<file path="config.mk">
export PLATFORM = sky130hd
export DESIGN_NAME = multi_key_event_tracker
export DESIGN_NICKNAME = d
export VERILOG_FILES = /design/src/mket_pkg.sv /design/src/mket_keys.sv /design/src/multi_key_event_tracker.sv
export SDC_FILE = /design/constraint.sdc
export NUM_CORES = 2
export LEC_CHECK = 0
export ABC_CLOCK_PERIOD_IN_PS = 6400
export CORE_MARGIN = 8
export CORE_UTILIZATION = 45
export DETAILED_ROUTE_END_ITERATION = 10
export DONT_BUFFER_PORTS = 1
export GPL_TIMING_DRIVEN = 0
export PLACE_DENSITY = 0.61
export SLEW_MARGIN = 0
export SYNTH_ARGS = -nofsm -noshare
export SYNTH_HDL_FRONTEND = slang
export SYNTH_SLANG_ARGS = --single-unit
</file>
<file path="constraint.sdc">
create_clock -name aclk -period 6.4 [get_ports aclk]
set_input_delay 0.96 -clock aclk [delete_from_list [all_inputs] [get_ports aclk]]
set_output_delay 0.96 -clock aclk [all_outputs]
set_load 0.01 [all_outputs]
</file>
<file path="src/mket_pkg.sv">
// Package of the multi-key event tracker: request and result payload types,
// configuration types, operation codes and register indexes.
// Depends on nothing; every other file of the block imports it.
`default_nettype none

package mket_pkg;

    // Operation codes of an input request.
    localparam logic [2:0] OP_SCAN         = 3'd0;
    localparam logic [2:0] OP_IS_PRESSED   = 3'd1;
    localparam logic [2:0] OP_IS_RELEASED  = 3'd2;
    localparam logic [2:0] OP_HELD_BEYOND  = 3'd3;
    localparam logic [2:0] OP_READ_HOLD    = 3'd4;

    // Register indexes, taken from paddr[2].
    localparam logic REG_RELEASE_MASK = 1'b0;
    localparam logic REG_DOWN_LEVEL   = 1'b1;

    typedef struct packed {
        logic [2:0]  op;
        logic [15:0] first_levels;
        logic [15:0] confirm_levels;
        logic [31:0] now_ticks;
        logic [3:0]  key_index;
        logic [31:0] hold_threshold;
    } mket_in_t;

    typedef struct packed {
        logic        hit;
        logic [31:0] hold_ticks;
        logic [15:0] stable_levels;
    } mket_out_t;

    typedef struct packed {
        logic [15:0] release_event_mask;
        logic        down_level;
    } mket_cfg_t;

endpackage

`default_nettype wire

</file>
<file path="src/mket_keys.sv">
// Key state of the multi-key event tracker: debounced levels, press ticks,
// holding times and event flags, with the scan and query logic of one request.
// Depends on mket_pkg.
`default_nettype none

module mket_keys #(
    parameter int NUM_KEYS   = 16,
    parameter int TICK_WIDTH = 32
) (
    input  wire                   aclk,
    input  wire                   aresetn,
    input  wire                   fire,
    input  mket_pkg::mket_in_t    item,
    input  mket_pkg::mket_cfg_t   cfg,
    output mket_pkg::mket_out_t   result
);
    import mket_pkg::*;

    logic [NUM_KEYS-1:0]   stable_reg, stable_next;
    logic [NUM_KEYS-1:0]   pressed_reg, pressed_next;
    logic [NUM_KEYS-1:0]   released_reg, released_next;
    logic [TICK_WIDTH-1:0] press_tick_reg [NUM_KEYS];
    logic [TICK_WIDTH-1:0] press_tick_next [NUM_KEYS];
    logic [TICK_WIDTH-1:0] held_reg [NUM_KEYS];
    logic [TICK_WIDTH-1:0] held_next [NUM_KEYS];

    logic [NUM_KEYS+15:0]  first_ext, confirm_ext, mask_ext, stable_ext;
    logic [TICK_WIDTH+31:0] now_ext;
    logic [TICK_WIDTH-1:0] now_t;
    logic [5:0]            key_w;
    logic                  key_ok;
    logic                  sel_stable, sel_pressed, sel_released, sel_down;
    logic [NUM_KEYS-1:0]   sel_mask;
    logic [TICK_WIDTH-1:0] sel_held;
    logic [TICK_WIDTH+31:0] held_w, thr_w;
    logic                  lv, changed, down;
    logic                  hit;
    logic [31:0]           hold;

    // Keys above the sixteen input pins see level zero and no release enable.
    assign first_ext   = {{NUM_KEYS{1'b0}}, item.first_levels};
    assign confirm_ext = {{NUM_KEYS{1'b0}}, item.confirm_levels};
    assign mask_ext    = {{NUM_KEYS{1'b0}}, cfg.release_event_mask};
    assign now_ext     = {{TICK_WIDTH{1'b0}}, item.now_ticks};
    assign now_t       = now_ext[TICK_WIDTH-1:0];
    assign key_w       = {2'b00, item.key_index};
    assign key_ok      = key_w < 6'(NUM_KEYS);

    // Query key selection.
    always_comb begin
        sel_stable   = 1'b0;
        sel_pressed  = 1'b0;
        sel_released = 1'b0;
        sel_held     = '0;
        sel_mask     = '0;
        for (int k = 0; k < NUM_KEYS; k++) begin
            if (key_w == 6'(k)) begin
                sel_stable   = stable_reg[k];
                sel_pressed  = pressed_reg[k];
                sel_released = released_reg[k];
                sel_held     = held_reg[k];
                sel_mask[k]  = 1'b1;
            end
        end
    end

    assign sel_down = sel_stable == cfg.down_level;
    assign held_w   = {32'd0, sel_held};
    assign thr_w    = {{TICK_WIDTH{1'b0}}, item.hold_threshold};

    always_comb begin
        stable_next     = stable_reg;
        pressed_next    = pressed_reg;
        released_next   = released_reg;
        press_tick_next = press_tick_reg;
        held_next       = held_reg;
        hit             = 1'b0;
        hold            = 32'd0;
        lv              = 1'b0;
        changed         = 1'b0;
        down            = 1'b0;
        if (item.op == OP_SCAN) begin
            for (int k = 0; k < NUM_KEYS; k++) begin
                // A first sample that disagrees is replaced by the confirm sample.
                lv      = (first_ext[k] != stable_reg[k]) ? confirm_ext[k] : first_ext[k];
                changed = lv != stable_reg[k];
                down    = lv == cfg.down_level;
                if (changed && down) begin
                    press_tick_next[k] = now_t;
                    pressed_next[k]    = 1'b1;
                    released_next[k]   = 1'b0;
                end else if (changed) begin
                    pressed_next[k] = 1'b0;
                    if (mask_ext[k]) begin
                        released_next[k] = 1'b1;
                    end
                end else if (down) begin
                    held_next[k] = now_t - press_tick_reg[k];
                end else begin
                    press_tick_next[k] = '0;
                    held_next[k]       = '0;
                end
                stable_next[k] = lv;
            end
        end else if (key_ok) begin
            case (item.op)
                OP_IS_PRESSED: begin
                    if (sel_down && sel_pressed) begin
                        hit          = 1'b1;
                        pressed_next = pressed_reg & ~sel_mask;
                    end
                end
                OP_IS_RELEASED: begin
                    if (!sel_down && sel_released) begin
                        hit           = 1'b1;
                        released_next = released_reg & ~sel_mask;
                    end
                end
                OP_HELD_BEYOND: begin
                    if (sel_down && sel_pressed && (held_w > thr_w)) begin
                        hit          = 1'b1;
                        pressed_next = pressed_reg & ~sel_mask;
                    end
                end
                OP_READ_HOLD: begin
                    if (sel_down) begin
                        hit  = 1'b1;
                        hold = held_w[31:0];
                    end
                end
                default: begin
                    hit = 1'b0;
                end
            endcase
        end
    end

    // Levels of keys that do not exist read as one.
    assign stable_ext           = {16'hFFFF, stable_next};
    assign result.hit           = hit;
    assign result.hold_ticks    = hold;
    assign result.stable_levels = stable_ext[15:0];

    always_ff @(posedge aclk) begin
        if (!aresetn) begin
            stable_reg   <= '1;
            pressed_reg  <= '0;
            released_reg <= '0;
            for (int k = 0; k < NUM_KEYS; k++) begin
                press_tick_reg[k] <= '0;
                held_reg[k]       <= '0;
            end
        end else if (fire) begin
            stable_reg     <= stable_next;
            pressed_reg    <= pressed_next;
            released_reg   <= released_next;
            press_tick_reg <= press_tick_next;
            held_reg       <= held_next;
        end
    end

endmodule

`default_nettype wire

</file>
<file path="src/multi_key_event_tracker.sv">
// Multi-key event tracker: debounces up to NUM_KEYS keys and reports press,
// release and holding-time events.
// Usage:
//   Requests enter on s_valid/s_ready/s_item; each request yields exactly one
//   result on m_valid/m_ready/m_result, in order. A scan request carries two
//   pin samples and the current tick; query requests ask about one key, and
//   the press and release queries clear the event flag they consume.
//   A request is captured in an input register and processed from there; the
//   edge that fires it loads the result register and raises m_valid. While the
//   receiver takes results, one request is taken every cycle; the scan
//   updates all keys side by side, whatever NUM_KEYS is.
//   When the receiver stalls, the result register holds its item and the input
//   register keeps one more request; s_ready drops once both are full.
//   Reset (aresetn low, synchronous) empties both registers, sets every key
//   up (all levels one), clears flags, ticks and configuration.
//   Configuration goes through the APB port: release_event_mask at 0x0,
//   down_level at 0x4; write it only while no request is in flight.
// Depends on mket_pkg and mket_keys.
`default_nettype none

module multi_key_event_tracker #(
    parameter int NUM_KEYS   = 16,
    parameter int TICK_WIDTH = 32
) (
    input  wire                   aclk,
    input  wire                   aresetn,
    input  wire                   s_valid,
    output logic                  s_ready,
    input  mket_pkg::mket_in_t    s_item,
    output logic                  m_valid,
    input  wire                   m_ready,
    output mket_pkg::mket_out_t   m_result,
    input  wire                   psel,
    input  wire                   penable,
    input  wire                   pwrite,
    input  wire  [2:0]            paddr,
    input  wire  [31:0]           pwdata,
    output logic [31:0]           prdata,
    output logic                  pready
);
    import mket_pkg::*;

    logic      in_valid_reg, in_valid_next;
    mket_in_t  in_item_reg;
    logic      m_valid_reg, m_valid_next;
    mket_out_t result_reg;
    mket_out_t core_result;
    mket_cfg_t cfg_reg, cfg_next;
    logic      advance, fire, cfg_write;

    assign advance = !m_valid_reg || m_ready;
    assign fire    = in_valid_reg && advance;
    assign s_ready = !in_valid_reg || advance;
    assign m_valid = m_valid_reg;
    assign m_result = result_reg;

    always_comb begin
        in_valid_next = in_valid_reg;
        if (s_valid && s_ready) begin
            in_valid_next = 1'b1;
        end else if (fire) begin
            in_valid_next = 1'b0;
        end
        m_valid_next = m_valid_reg;
        if (fire) begin
            m_valid_next = 1'b1;
        end else if (m_ready) begin
            m_valid_next = 1'b0;
        end
    end

    always_ff @(posedge aclk) begin
        if (!aresetn) begin
            in_valid_reg <= 1'b0;
            m_valid_reg  <= 1'b0;
        end else begin
            in_valid_reg <= in_valid_next;
            m_valid_reg  <= m_valid_next;
        end
    end

    always_ff @(posedge aclk) begin
        if (s_valid && s_ready) begin
            in_item_reg <= s_item;
        end
        if (fire) begin
            result_reg <= core_result;
        end
    end

    mket_keys #(
        .NUM_KEYS   (NUM_KEYS),
        .TICK_WIDTH (TICK_WIDTH)
    ) u_keys (
        .aclk    (aclk),
        .aresetn (aresetn),
        .fire    (fire),
        .item    (in_item_reg),
        .cfg     (cfg_reg),
        .result  (core_result)
    );

    // Configuration registers.
    assign pready    = 1'b1;
    assign cfg_write = psel && penable && pwrite;

    always_comb begin
        cfg_next = cfg_reg;
        if (cfg_write) begin
            case (paddr[2])
                REG_RELEASE_MASK: cfg_next.release_event_mask = pwdata[15:0];
                REG_DOWN_LEVEL:   cfg_next.down_level         = pwdata[0];
                default:          cfg_next = cfg_reg;
            endcase
        end
    end

    always_comb begin
        case (paddr[2])
            REG_RELEASE_MASK: prdata = {16'd0, cfg_reg.release_event_mask};
            REG_DOWN_LEVEL:   prdata = {31'd0, cfg_reg.down_level};
            default:          prdata = 32'd0;
        endcase
    end

    always_ff @(posedge aclk) begin
        if (!aresetn) begin
            cfg_reg <= '0;
        end else begin
            cfg_reg <= cfg_next;
        end
    end

endmodule

`default_nettype wire
</file>
==> flow_summary.yaml <==
min_path:
  min_path_cells: 0
  holdCritStartpoint: "s_item[36]"
  min_to: "in_item_reg[36]$_DFFE_PP_"
  min-delay-path-class: "input pin to register"
critical_path:
  cp_slowest_stage_delay_ps: 720
  cp.required_ps: 7100
  path_cells: "buf_4 > nand2b_4 > nor2_1 > clkbuf_2 > a22oi_1 > nand3_1 > a221o_1 > o21ai_0 > nand3_1 > o21ai_0 > a21oi_1 > ha_1 > o21a_1 > o21ai_0 > a211o_1 > o21ai_0 > a311oi_2 > buf_4 > o21ai_1 > nand2_2 > clkbuf_4 > o21ai_0 > a21boi_0"
  crit_top_cell: "o21ai_0"
  r2r-start: "in_item_reg[33]$_DFFE_PP_"
  start_kind: "register"
  reg2regPathDepth: 23
  reg2reg_to: "u_keys.pressed_reg[11]$_SDFFE_PN0P_"
  critPathArrivalTime_ps: 7290
  path_class: "register to register"
  slowest_stage: "a22oi_1"
  path_max_fanout: 10
  crit_path_end_kind: "register"
  rrSetupSlack_ps: -190
floorplan:
  initial_core_util: 0.453
  rows: 150
  core_area_sq_um: 167000
  die-width_um: 426
  ioPinCount: 229
  chipHeight_um: 426
  dieArea_sq_um: 182000
final_layout:
  fin_util: 0.519
  area_delta_synth_final_pct: 14.5
  fin_nets: 10386
  regArea_sq_um: 26400
  multi_input_area_sq_um: 45000
  drive_gt1_frac: 0.0623
  fill_cells: 16040
timing:
  final_max_slew_viol_count: 28
  setup_viol: 10
  slew_headroom: -0.0729
  max_freq_ghz: 0.152
  finalHoldViolations: 0
  fin_crit_sh: 1.03
  min_period_ps: 6590
  tightest_slew_ps: 1610
  finalClockSkew_ps: 40.8
  whs_ps: 198
  worst_slack_ps: -190
global_route:
  grt_start_max_net_pins: 63
  gr-total-overflow: 0
  grt_use_total: 0.423
  grt_pass1_vias: 68589
  grt_antenna_before_repair: 50
  grt_pass1_wl_mm: 540
placed_design:
  gp_congestion: 1.11
  hpwl_mm: 323
  port_buffers: 0
power_and_ir_drop:
  leakage_nw: 30.7
  ir_worst_vdd_v: 0.000308
  p_per_area_nw_per_um2: 238
clocking:
  clock_path_buffers: 3
  cts_tree: "built"
  ctsHoldBuffers: 0
  cts-root-buf: "clkbuf_16"
  numClockSinks: 1243
  htreeDepth: 4
  cts.clk_slew.worst_paths_ps: 60
  numCtsBuffers: 149
  clock_latency_ps: 850
synthesis:
  ys_top_cells_by_area: "dfxtp_1, ha_1, edfxtp_1"
  synth_warnings: 0
  synth_edf_count: 152
  ys_async_sr_fraction: 0
  yosysMostFrequentCell: "nand2_1"
  synth_largest_area_cell: "dfxtp_1"
  yosysUniqueCellTypes: 94
  synthFlopType: "dfxtp_1"
  syn_inst: 9423
  syn_avg_cell_area_sq_um: 8.03
  ys_ff_latch: 1243
  syn_area_sq_um: 75700
  ys_seq_area_frac: 0.349
  synth_top_cells_by_count: "nand2_1, dfxtp_1, nor2_1, inv_1, nand3_1"
  synth_top_area_share: 0.289
job:
  max-cap-violations: 2
run_status:
  status: "finished with violations"
  violations: "capacitance limit, slew limit, setup timing"
detailed_routing:
  drtPass1Iterations: 8
  drc_errors: 0
  drtAntennaViolNets: 0
  wl_per_cell_um: 33.5
  num_vias: 76893
  vias_per_cell: 6.38
  drt-total-wl_mm: 404
  drtIter0Drc: 10640
[cell families (layout without fill, tap and decap cells)]
logic type,count (synthesis),after routing,share of synthesized area
mux,34,34,0.00537
buf+inv,1229,1596,0.0623
flops,1243,1243,0.349
simple gates,3053,3053,0.183
compound gates,2852,2852,0.254
other cells,2,54,0.0000992
xor+xnor,450,450,0.0521
fa+ha+maj,560,560,0.0937
[how the worst max path moves through the flow]
| stage | to | cells past startpoint | startpoint | slack, ps |
|---|---|---|---|---|
| final | u_keys.pressed_reg[11]$_SDFFE_PN0P_ | 23 | in_item_reg[33]$_DFFE_PP_ | -190 |
| after global routing | u_keys.pressed_reg[11]$_SDFFE_PN0P_ | 23 | in_item_reg[32]$_DFFE_PP_ | -1 |
| after CTS | u_keys.pressed_reg[11]$_SDFFE_PN0P_ | 20 | in_item_reg[33]$_DFFE_PP_ | 4 |
| after detailed placement | u_keys.pressed_reg[1]$_SDFFE_PN0P_ | 19 | in_item_reg[32]$_DFFE_PP_ | -2280 |
| after global placement | u_keys.pressed_reg[6]$_SDFFE_PN0P_ | 19 | in_item_reg[32]$_DFFE_PP_ | -2350 |
| after floorplan | u_keys.pressed_reg[11]$_SDFFE_PN0P_ | 22 | in_item_reg[32]$_DFFE_PP_ | 2260 |
[report_power, final]
| part | internal [mW] | leakage, nW | switching, mW |
|---|---|---|---|
| logic | 1.09 | 18.0 | 2.36 |
| clock network | 5.31 | 2.49 | 3.76 |
| registers | 7.99 | 10.2 | 0.164 |
| total | 14.4 | 30.7 | 6.28 |
[cell type report]
type / instances / area share
buffer: 576 / 0.0275
sequential: 1243 / 0.305
multi-input combinational: 6966 / 0.519
timing repair buffer: 109 / 0.0291
tap: 2204 / 0.0318
antenna: 37 / 0.00107
clock buffer: 198 / 0.0494
inverter: 651 / 0.0282
clock inverter: 62 / 0.00922
[worst max-delay path: cells and delay by family, from the launching register on]
kind            cells  cell delay (ps)
compound gates     13             3180
fa+ha+maj           1              340
buf+inv             4             1090
flops               1              550
simple gates        5             1250
[metrics by stage]
step           instances  worst slack, ps  cell area (sq um)  TNS (ps)  total power [mW]
2_1_floorplan       9438             2260              75700         0              10.1
3_3_place_gp       11642            -2350              78500   -415630              11.4
3_5_place_dp       11743            -2280              81000    -35800              11.6
4_1_cts            12005             3.70              86400         0              20.5
5_1_grt            12009            -1.04              86600     -1.04              21.1
6_report           12046             -190              86700     -1490              20.7
[layer usage]
metal	global-route usage	share of wire
met1	0.537	0.38
met4	0.304	0.089
met5	0.00645	0.00061
met3	0.123	0.12
met2	0.611	0.41
[repair_timing]
action                     4_1_cts  5_1_grt
gates resized for setup         82       39
setup endpoints to repair       17       16
buffers inserted                 4        4
hold endpoints to repair         0        0
pin swaps                        5       10
[placed cells by master, fill, tap and decap left out, types with 452 or more instances in the layout]
cell type  netlist  final
a21boi_0       452    452
nor2_1         664    658
inv_1          650    649
nand2_1       1117   1114
clkbuf_1       523    479
dfxtp_1       1091   1091
o21ai_0        479    467
a21oi_1        594    594
ha_1           529    529
nand3_1        631    630
Note: power is estimated with default switching activity, not from simulation.
